--- src/hw/rtl/json_string_unescape_utf8_core_defines.svh ---
// Assertion macros for the RTL of the JSON string unescaper.
`ifndef JSON_STRING_UNESCAPE_UTF8_CORE_DEFINES_SVH
`define JSON_STRING_UNESCAPE_UTF8_CORE_DEFINES_SVH

`ifndef SYNTHESIS
`define JSUC_ASSERT(lbl, clk, rstn, prop, msg) \
    lbl: assert property (@(posedge clk) disable iff (!rstn) prop) else $error(msg);
`define JSUC_ASSERT_NEVER(lbl, clk, rstn, expr, msg) \
    lbl: assert property (@(posedge clk) disable iff (!rstn) !(expr)) else $error(msg);
`else
`define JSUC_ASSERT(lbl, clk, rstn, prop, msg)
`define JSUC_ASSERT_NEVER(lbl, clk, rstn, expr, msg)
`endif

`endif

--- src/hw/rtl/jsu_pkg.sv ---
package jsu_pkg;

    localparam int BEATS_MAX = 4;

    typedef struct packed {
        logic [7:0] in_byte;
        logic       input_end;
    } in_item_t;

    typedef struct packed {
        logic [7:0] out_byte;
        logic       byte_valid;
        logic       last_of_run;
        logic       string_done;
        logic [2:0] error_code;
    } out_item_t;

    typedef struct packed {
        logic [2:0]  mode;
        logic [15:0] hex_acc;
        logic [2:0]  hex_cnt;
        logic        hex_frozen;
        logic [15:0] high_sur;
    } parse_state_t;

    typedef struct packed {
        logic [2:0]                    count;
        out_item_t [BEATS_MAX-1:0]     beats;
    } step_res_t;

    localparam logic [2:0] MODE_WAIT = 3'd0;
    localparam logic [2:0] MODE_BODY = 3'd1;
    localparam logic [2:0] MODE_ESC  = 3'd2;
    localparam logic [2:0] MODE_HEX1 = 3'd3;
    localparam logic [2:0] MODE_LBS  = 3'd4;
    localparam logic [2:0] MODE_LU   = 3'd5;
    localparam logic [2:0] MODE_HEX2 = 3'd6;

    localparam logic [2:0] ERR_NONE       = 3'd0;
    localparam logic [2:0] ERR_NO_QUOTE   = 3'd1;
    localparam logic [2:0] ERR_BAD_ESC    = 3'd2;
    localparam logic [2:0] ERR_TRUNC_ESC  = 3'd3;
    localparam logic [2:0] ERR_NO_LOW_SUR = 3'd4;
    localparam logic [2:0] ERR_UNTERM     = 3'd5;

    localparam logic [7:0] CH_QUOTE  = 8'h22;
    localparam logic [7:0] CH_BSLASH = 8'h5C;
    localparam logic [7:0] CH_SLASH  = 8'h2F;
    localparam logic [7:0] CH_B      = 8'h62;
    localparam logic [7:0] CH_F      = 8'h66;
    localparam logic [7:0] CH_N      = 8'h6E;
    localparam logic [7:0] CH_R      = 8'h72;
    localparam logic [7:0] CH_T      = 8'h74;
    localparam logic [7:0] CH_U      = 8'h75;

    localparam logic [15:0] SUR_HI_MIN = 16'hD800;
    localparam logic [15:0] SUR_HI_MAX = 16'hDBFF;
    localparam logic [31:0] SUR_LO_BASE = 32'h0000DC00;
    localparam logic [31:0] SUR_HI_BASE = 32'h0000D800;
    localparam logic [31:0] PLANE1_BASE = 32'h00010000;

    localparam parse_state_t STATE_RESET = '{
        mode: MODE_WAIT, hex_acc: 16'd0, hex_cnt: 3'd0, hex_frozen: 1'b0, high_sur: 16'd0
    };

    localparam out_item_t BEAT_IDLE = '0;

    function automatic out_item_t data_beat(input logic [7:0] b);
        out_item_t r;
        r = BEAT_IDLE;
        r.out_byte   = b;
        r.byte_valid = 1'b1;
        return r;
    endfunction

    function automatic out_item_t err_beat(input logic [2:0] code);
        out_item_t r;
        r = BEAT_IDLE;
        r.error_code = code;
        return r;
    endfunction

    // Returns {is_hex, value}.
    function automatic logic [4:0] hex_digit(input logic [7:0] c);
        logic [4:0] r;
        r = 5'd0;
        if (c >= 8'h30 && c <= 8'h39) begin
            r = {1'b1, c[3:0]};
        end else if ((c >= 8'h61 && c <= 8'h66) || (c >= 8'h41 && c <= 8'h46)) begin
            r = {1'b1, 4'(c[3:0] + 4'd9)};
        end
        return r;
    endfunction

    function automatic step_res_t utf8_burst(input logic [31:0] cp);
        step_res_t r;
        r = '0;
        if (cp < 32'h80) begin
            r.count    = 3'd1;
            r.beats[0] = data_beat(cp[7:0]);
        end else if (cp < 32'h800) begin
            r.count    = 3'd2;
            r.beats[0] = data_beat({3'b110, cp[10:6]});
            r.beats[1] = data_beat({2'b10, cp[5:0]});
        end else if (cp < 32'h10000) begin
            r.count    = 3'd3;
            r.beats[0] = data_beat({4'b1110, cp[15:12]});
            r.beats[1] = data_beat({2'b10, cp[11:6]});
            r.beats[2] = data_beat({2'b10, cp[5:0]});
        end else begin
            // Wrapped surrogate sums can exceed 21 bits; the lead byte is
            // 8'hF0 ORed with cp[25:18].
            r.count    = 3'd4;
            r.beats[0] = data_beat(8'hF0 | cp[25:18]);
            r.beats[1] = data_beat({2'b10, cp[17:12]});
            r.beats[2] = data_beat({2'b10, cp[11:6]});
            r.beats[3] = data_beat({2'b10, cp[5:0]});
        end
        return r;
    endfunction

endpackage

--- src/hw/rtl/jsu_step.sv ---
module jsu_step (
    input  jsu_pkg::parse_state_t cur_state,
    input  jsu_pkg::in_item_t     item,
    output jsu_pkg::parse_state_t nxt_state,
    output jsu_pkg::step_res_t    res
);
    import jsu_pkg::*;

    logic [4:0]  hx;
    logic [15:0] acc_take;
    logic        frozen_take;
    logic [2:0]  cnt_take;
    logic        group_done;
    logic [31:0] pair_cp;

    always_comb begin
        hx          = hex_digit(item.in_byte);
        acc_take    = (!cur_state.hex_frozen && hx[4]) ? {cur_state.hex_acc[11:0], hx[3:0]}
                                                       : cur_state.hex_acc;
        frozen_take = cur_state.hex_frozen | ~hx[4];
        cnt_take    = cur_state.hex_cnt + 3'd1;
        group_done  = cnt_take[2];
        pair_cp     = PLANE1_BASE + (({16'd0, cur_state.high_sur} - SUR_HI_BASE) << 10)
                      + ({16'd0, acc_take} - SUR_LO_BASE);

        nxt_state = cur_state;
        res       = '0;

        if (item.input_end) begin
            nxt_state = STATE_RESET;
            res.count = 3'd1;
            case (cur_state.mode)
                MODE_BODY:                       res.beats[0] = err_beat(ERR_UNTERM);
                MODE_ESC, MODE_HEX1, MODE_HEX2:  res.beats[0] = err_beat(ERR_TRUNC_ESC);
                MODE_LBS, MODE_LU:               res.beats[0] = err_beat(ERR_NO_LOW_SUR);
                default:                         res.beats[0] = err_beat(ERR_NO_QUOTE);
            endcase
        end else begin
            case (cur_state.mode)
                MODE_BODY: begin
                    if (item.in_byte == CH_QUOTE) begin
                        nxt_state = STATE_RESET;
                        res.count = 3'd1;
                        res.beats[0] = BEAT_IDLE;
                        res.beats[0].string_done = 1'b1;
                    end else if (item.in_byte == CH_BSLASH) begin
                        nxt_state.mode = MODE_ESC;
                    end else begin
                        res.count    = 3'd1;
                        res.beats[0] = data_beat(item.in_byte);
                    end
                end
                MODE_ESC: begin
                    nxt_state.mode = MODE_BODY;
                    res.count      = 3'd1;
                    case (item.in_byte)
                        CH_QUOTE, CH_BSLASH, CH_SLASH: res.beats[0] = data_beat(item.in_byte);
                        CH_B: res.beats[0] = data_beat(8'h08);
                        CH_F: res.beats[0] = data_beat(8'h0C);
                        CH_N: res.beats[0] = data_beat(8'h0A);
                        CH_R: res.beats[0] = data_beat(8'h0D);
                        CH_T: res.beats[0] = data_beat(8'h09);
                        CH_U: begin
                            nxt_state.mode       = MODE_HEX1;
                            nxt_state.hex_acc    = 16'd0;
                            nxt_state.hex_cnt    = 3'd0;
                            nxt_state.hex_frozen = 1'b0;
                            res.count            = 3'd0;
                        end
                        default: begin
                            nxt_state    = STATE_RESET;
                            res.beats[0] = err_beat(ERR_BAD_ESC);
                        end
                    endcase
                end
                MODE_HEX1: begin
                    nxt_state.hex_acc    = acc_take;
                    nxt_state.hex_cnt    = cnt_take;
                    nxt_state.hex_frozen = frozen_take;
                    if (group_done) begin
                        nxt_state.hex_acc    = 16'd0;
                        nxt_state.hex_cnt    = 3'd0;
                        nxt_state.hex_frozen = 1'b0;
                        if (acc_take >= SUR_HI_MIN && acc_take <= SUR_HI_MAX) begin
                            nxt_state.high_sur = acc_take;
                            nxt_state.mode     = MODE_LBS;
                        end else begin
                            nxt_state.mode = MODE_BODY;
                            res            = utf8_burst({16'd0, acc_take});
                        end
                    end
                end
                MODE_LBS: begin
                    if (item.in_byte == CH_BSLASH) begin
                        nxt_state.mode = MODE_LU;
                    end else begin
                        nxt_state    = STATE_RESET;
                        res.count    = 3'd1;
                        res.beats[0] = err_beat(ERR_NO_LOW_SUR);
                    end
                end
                MODE_LU: begin
                    if (item.in_byte == CH_U) begin
                        nxt_state.mode = MODE_HEX2;
                    end else begin
                        nxt_state    = STATE_RESET;
                        res.count    = 3'd1;
                        res.beats[0] = err_beat(ERR_NO_LOW_SUR);
                    end
                end
                MODE_HEX2: begin
                    nxt_state.hex_acc    = acc_take;
                    nxt_state.hex_cnt    = cnt_take;
                    nxt_state.hex_frozen = frozen_take;
                    if (group_done) begin
                        nxt_state = STATE_RESET;
                        nxt_state.mode = MODE_BODY;
                        res = utf8_burst(pair_cp);
                    end
                end
                default: begin
                    // Waiting for the opening quote; the unused mode code lands here too.
                    nxt_state = STATE_RESET;
                    if (item.in_byte == CH_QUOTE) begin
                        nxt_state.mode = MODE_BODY;
                    end else begin
                        res.count    = 3'd1;
                        res.beats[0] = err_beat(ERR_NO_QUOTE);
                    end
                end
            endcase
        end

        for (int k = 0; k < BEATS_MAX; k++) begin
            res.beats[k].last_of_run = (3'(k + 1) == res.count);
        end
    end

endmodule

--- src/hw/rtl/jsu_burst.sv ---
`include "json_string_unescape_utf8_core_defines.svh"

module jsu_burst (
    input  logic                aclk,
    input  logic                aresetn,
    input  logic                load,
    input  jsu_pkg::step_res_t  res,
    output logic                free,
    output logic                m_valid,
    input  logic                m_ready,
    output jsu_pkg::out_item_t  m_item
);
    import jsu_pkg::*;

    out_item_t [BEATS_MAX-1:0] beats_reg;
    out_item_t [BEATS_MAX-1:0] beats_next;
    logic [2:0]                rem_reg;
    logic [2:0]                rem_next;

    assign m_valid = (rem_reg != 3'd0);
    assign m_item  = beats_reg[0];
    assign free    = (rem_reg == 3'd0) || (rem_reg == 3'd1 && m_ready);

    always_comb begin
        beats_next = beats_reg;
        rem_next   = rem_reg;
        if (load) begin
            beats_next = res.beats;
            rem_next   = res.count;
        end else if (m_valid && m_ready) begin
            beats_next = {BEAT_IDLE, beats_reg[BEATS_MAX-1:1]};
            rem_next   = rem_reg - 3'd1;
        end
    end

    always_ff @(posedge aclk) begin
        beats_reg <= beats_next;
        if (!aresetn) begin
            rem_reg <= 3'd0;
        end else begin
            rem_reg <= rem_next;
        end
    end

    `JSUC_ASSERT(a_rem_range, aclk, aresetn, rem_reg <= 3'd4, "burst count out of range")
    `JSUC_ASSERT(a_load_free, aclk, aresetn, load |-> free, "burst loaded while beats remain")
    `JSUC_ASSERT(a_last_flag, aclk, aresetn, (m_valid && rem_reg == 3'd1) |-> m_item.last_of_run, "final beat lacks last_of_run")
    `JSUC_ASSERT_NEVER(a_early_last, aclk, aresetn, rem_reg > 3'd1 && m_item.last_of_run, "last_of_run before end of burst")
    `JSUC_ASSERT(a_shift, aclk, aresetn, (m_valid && m_ready && !load && rem_reg > 3'd1) |=> m_item == $past(beats_reg[1]), "burst beat order broken")

endmodule

--- src/hw/rtl/json_string_unescape_utf8_core.sv ---
// Channel | Ports                       | Beat
// input   | s_valid, s_ready, s_item    | one source byte or end marker
// result  | m_valid, m_ready, m_item    | one decoded byte, done or error
//
// Items are taken one per cycle while m_ready is high and each gives at most one result beat.
// An item that gives n beats (a UTF-8 sequence of up to four bytes) holds the
// input while the four-entry burst register drains, one beat a cycle while m_ready is high.
// An accepted item is held in the input register, then loaded into the burst register that offers its first beat.
// aresetn is synchronous and returns the parser to waiting for an opening quote.
// A low m_ready holds the burst; once the input register is also full, s_ready drops.
module json_string_unescape_utf8_core (
    input  logic               aclk,
    input  logic               aresetn,
    input  logic               s_valid,
    output logic               s_ready,
    input  jsu_pkg::in_item_t  s_item,
    output logic               m_valid,
    input  logic               m_ready,
    output jsu_pkg::out_item_t m_item
);
    import jsu_pkg::*;

    in_item_t     in_item_reg;
    logic         in_valid_reg;
    logic         in_valid_next;
    parse_state_t state_reg;
    parse_state_t state_next;
    step_res_t    step_res;
    logic         burst_free;
    logic         advance;

    assign advance       = in_valid_reg && burst_free;
    assign s_ready       = !in_valid_reg || advance;
    assign in_valid_next = (s_valid && s_ready) ? 1'b1 : (advance ? 1'b0 : in_valid_reg);

    jsu_step u_step (
        .cur_state (state_reg),
        .item      (in_item_reg),
        .nxt_state (state_next),
        .res       (step_res)
    );

    jsu_burst u_burst (
        .aclk    (aclk),
        .aresetn (aresetn),
        .load    (advance),
        .res     (step_res),
        .free    (burst_free),
        .m_valid (m_valid),
        .m_ready (m_ready),
        .m_item  (m_item)
    );

    always_ff @(posedge aclk) begin
        if (s_valid && s_ready) begin
            in_item_reg <= s_item;
        end
        if (!aresetn) begin
            in_valid_reg <= 1'b0;
            state_reg    <= STATE_RESET;
        end else begin
            in_valid_reg <= in_valid_next;
            if (advance) begin
                state_reg <= state_next;
            end
        end
    end

endmodule
--- config.mk ---
export PLATFORM = sky130hd
export DESIGN_NAME = json_string_unescape_utf8_core
export DESIGN_NICKNAME = d
export VERILOG_FILES = /design/src/hw/rtl/jsu_pkg.sv /design/src/hw/rtl/jsu_step.sv /design/src/hw/rtl/jsu_burst.sv /design/src/hw/rtl/json_string_unescape_utf8_core.sv
export VERILOG_INCLUDE_DIRS = /design/src /design/src/hw/rtl
export SDC_FILE = /design/constraint.sdc
export NUM_CORES = 1
export LEC_CHECK = 0
export BUFFER_PORTS_ARGS = -buffer_cell sky130_fd_sc_hd__buf_2
export CAP_MARGIN = 0
export CORE_ASPECT_RATIO = 0.7
export CORE_MARGIN = 4
export CORE_UTILIZATION = 40
export DETAILED_ROUTE_END_ITERATION = 8
export PLACE_DENSITY_LB_ADDON = 0.25
export SYNTH_ARGS = -nofsm -noshare
export SYNTH_HDL_FRONTEND = slang
export SYNTH_HIERARCHICAL = 1
export SYNTH_SLANG_ARGS = --single-unit
--- constraint.sdc ---
create_clock -name aclk -period 13.73 [get_ports aclk]
set_clock_uncertainty 0.05 [all_clocks]
set_input_delay 0.6865 -clock aclk [delete_from_list [all_inputs] [get_ports aclk]]
set_output_delay 0.6865 -clock aclk [all_outputs]
set_load 0.01 [all_outputs]
==> impl_metrics.ini <==
[finish]
final_common_cell = nor2_1
fillers = 2189
drive_gt1_share_pct = 19.7
diodes = 0
final_cell_mix = nor2_1 (92), nand2_1 (83), edfxtp_1 (65)
largest_reg_flops = 42
area_growth_pct = 2.64
final_nets = 1008

[drt]
wl_per_cell_um = 19.7
vias = 7374
ant_nets = 0
drc = 0
dr.pass1.iters = 7
vias_per_cell = 5.98
wirelength_um = 24300
dr.first_iter.drc_count = 791

[logic_synthesis]
synth_xor_area_share_pct = 1.96
syn_area_mm2 = 0.00895
ys_seq_elements = 108
yosysWarnings = 6
synth_top_cell_area_share_pct = 21.8
avgSynthCellArea_um2 = 9.19
synthSimpleGateAreaFrac_pct = 20.3
synth.largest_area_cell = edfxtp_1
synth-async-reset-ratio_pct = 0
synth_edf_count = 65
ys.flop_type = edfxtp_1
synth_compound_area_share_pct = 21.9
yosysUniqueCellTypes = 97
synth.area.top_cells = edfxtp_1 (22%), dfxtp_1 (9.6%), ha_1 (6.7%)
synth_fa_ha_area_share_pct = 6.94
synth_cells = 974
seq_area_frac_synth_pct = 31.4
synth_top_family_by_area = compound AO/OA/AOI/OAI gates
synthMuxAreaShare_pct = 7.89

[clocking]
cts_tree = built
hold_buffers = 0
clkTransAtPathRegs_ns = 0.07
htree_levels = 3
ctsLongestPathBuffers = 2
clock_sinks = 108
post_cts_resized = 0
cts_buffers = 9
postCtsSetupRepairBufs = 0
clock_latency_ns = 0.37
cts_root_buffer = clkbuf_16

[floorplan]
dieWidth_um = 187
dieArea_mm2 = 0.0249
row_count = 45
die_y_um = 133
coreArea_mm2 = 0.0218
start_util_pct = 41.0
io_pins = 29

[pwr]
p_per_area_mw_per_mm2 = 109
ir_drop_uv = 134
leakagePower_nw = 3.26

[job]
drv_cap = 0

[worst_hold_path]
min_path_type = flip-flop to flip-flop

[global_route]
first_global_vias = 6715
overflow = 0
grt_use_total_pct = 19.3
grt_antenna_before_repair = 0
grt_max_degree = 84
grt_pass1_wl_um = 38900

[sta]
min_period_ns = 7.80
final_hold_viol_count = 0
fin_setup_tns_ns = 0
min_period_over_period_pct = 56.8
worstMarginPinSlew_ns = 1.08
final-setup-viol-count = 0
fmaxAchievable_mhz = 128
hold_ws_ns = 0.438
rsz0062_at_grt = false
drv_slew = 0
relSlewSlack_pct = 28.1

[worst_setup_path]
worst-path-max-fanout = 35
cp.required_ns = 13.80
crit_path_end_kind = flip-flop
crit_arrival_ns = 7.87
worstSetupPathType = flip-flop to flip-flop
r2r_slack_ns = 5.93
worst_setup_path_start_kind = flip-flop

[placed_design]
io_buffers = 28
hpwl_um = 17000
globalplace.congestion = 0.936

[run_status]
status = complete, no violations
synth_stat cells, types with 11 or more instances:
library cell   n
o21ai_2       40
and2_1        18
edfxtp_1      65
nand3_1       15
xnor2_1       12
mux2_2        44
nand2_1       84
ha_1          48
mux2i_1       16
buf_2         18
nand4_1       35
o21ai_0       35
clkbuf_1      19
a21oi_1       51
nor2_1        93
a211oi_1      11
buf_4         36
dfxtp_1       43
inv_1         32
nor3_1        13
o2bb2ai_1     18
through the flow:
step / instances / utilization, % / setup slack [ns] / power, mW / instance area, µm²
CTS: 1233 / 42.0 / 6.07 / 1.01 / 9180
detailed placement: 1217 / 40.7 / 6.11 / 0.736 / 8880
global placement: 1217 / 40.7 / 6.35 / 0.732 / 8880
floorplan: 988 / - / 7.61 / 0.711 / 9000
finish: 1233 / 42.0 / 5.93 / 1.00 / 9180
global route: 1233 / 42.0 / 5.32 / 1.05 / 9180
metal layers:
metal,GRT usage [%],share of wire [%]
met1,31.0,51
met2,25.7,39
met3,4.87,9.2
met4,3.65,1.2
met5,0,0
worst paths after layout:
kind | start | end | depth (start not counted)
setup / recovery | in_item_reg[1] | u_burst/beats_reg[39] | 26
hold / removal | state_reg[3] | state_reg[3] | 2
setup reg to reg | in_item_reg[1] | u_burst/beats_reg[39] | 26
hold reg to reg | state_reg[3] | state_reg[3] | 2
cells by family after synthesis:
logic type / count (synthesis)
simple gates: 337
compound gates: 265
buf+inv: 130
flops: 108
mux: 64
fa+ha+maj: 49
xor+xnor: 20
other cells: 1
layout make-up:
class	count	area, µm²	area share (%)
multi-input combinational	750	5340	58.2
sequential	108	2810	30.6
tap	282	353	3.84
clock buffer	12	246	2.68
timing repair buffer	41	238	2.59
inverter	36	135	1.47
clock inverter	4	56.3	0.613
power breakdown:
group / internal, mW / switching (mW) / leakage [nW] / total (mW)
clock network: 0.148 / 0.124 / 0.147 / 0.273
logic: 0.0884 / 0.166 / 2.13 / 0.254
registers: 0.445 / 0.0280 / 0.980 / 0.473
critical path: stages (launching register included):
cell	delay, ns
edfxtp_1	0.54
inv_1	0.19
ha_1	0.22
o21bai_1	0.14
a211oi_1	0.36
or2_1	0.16
buf_4	0.38
mux2i_2	0.45
inv_1	0.14
ha_1	0.27
inv_1	0.08
o21ai_0	0.14
and2_1	0.24
inv_1	0.29
ha_1	0.31
ha_1	0.51
a21oi_1	0.24
o211ai_1	0.23
a41oi_1	0.14
a2111oi_0	0.49
o2111ai_1	0.26
nor4_4	0.34
nand3_2	0.24
nand2_1	0.49
inv_1	0.19
o2bb2ai_1	0.16
mux2_2	0.29
No activity file was read; power rests on OpenSTA's default activity.
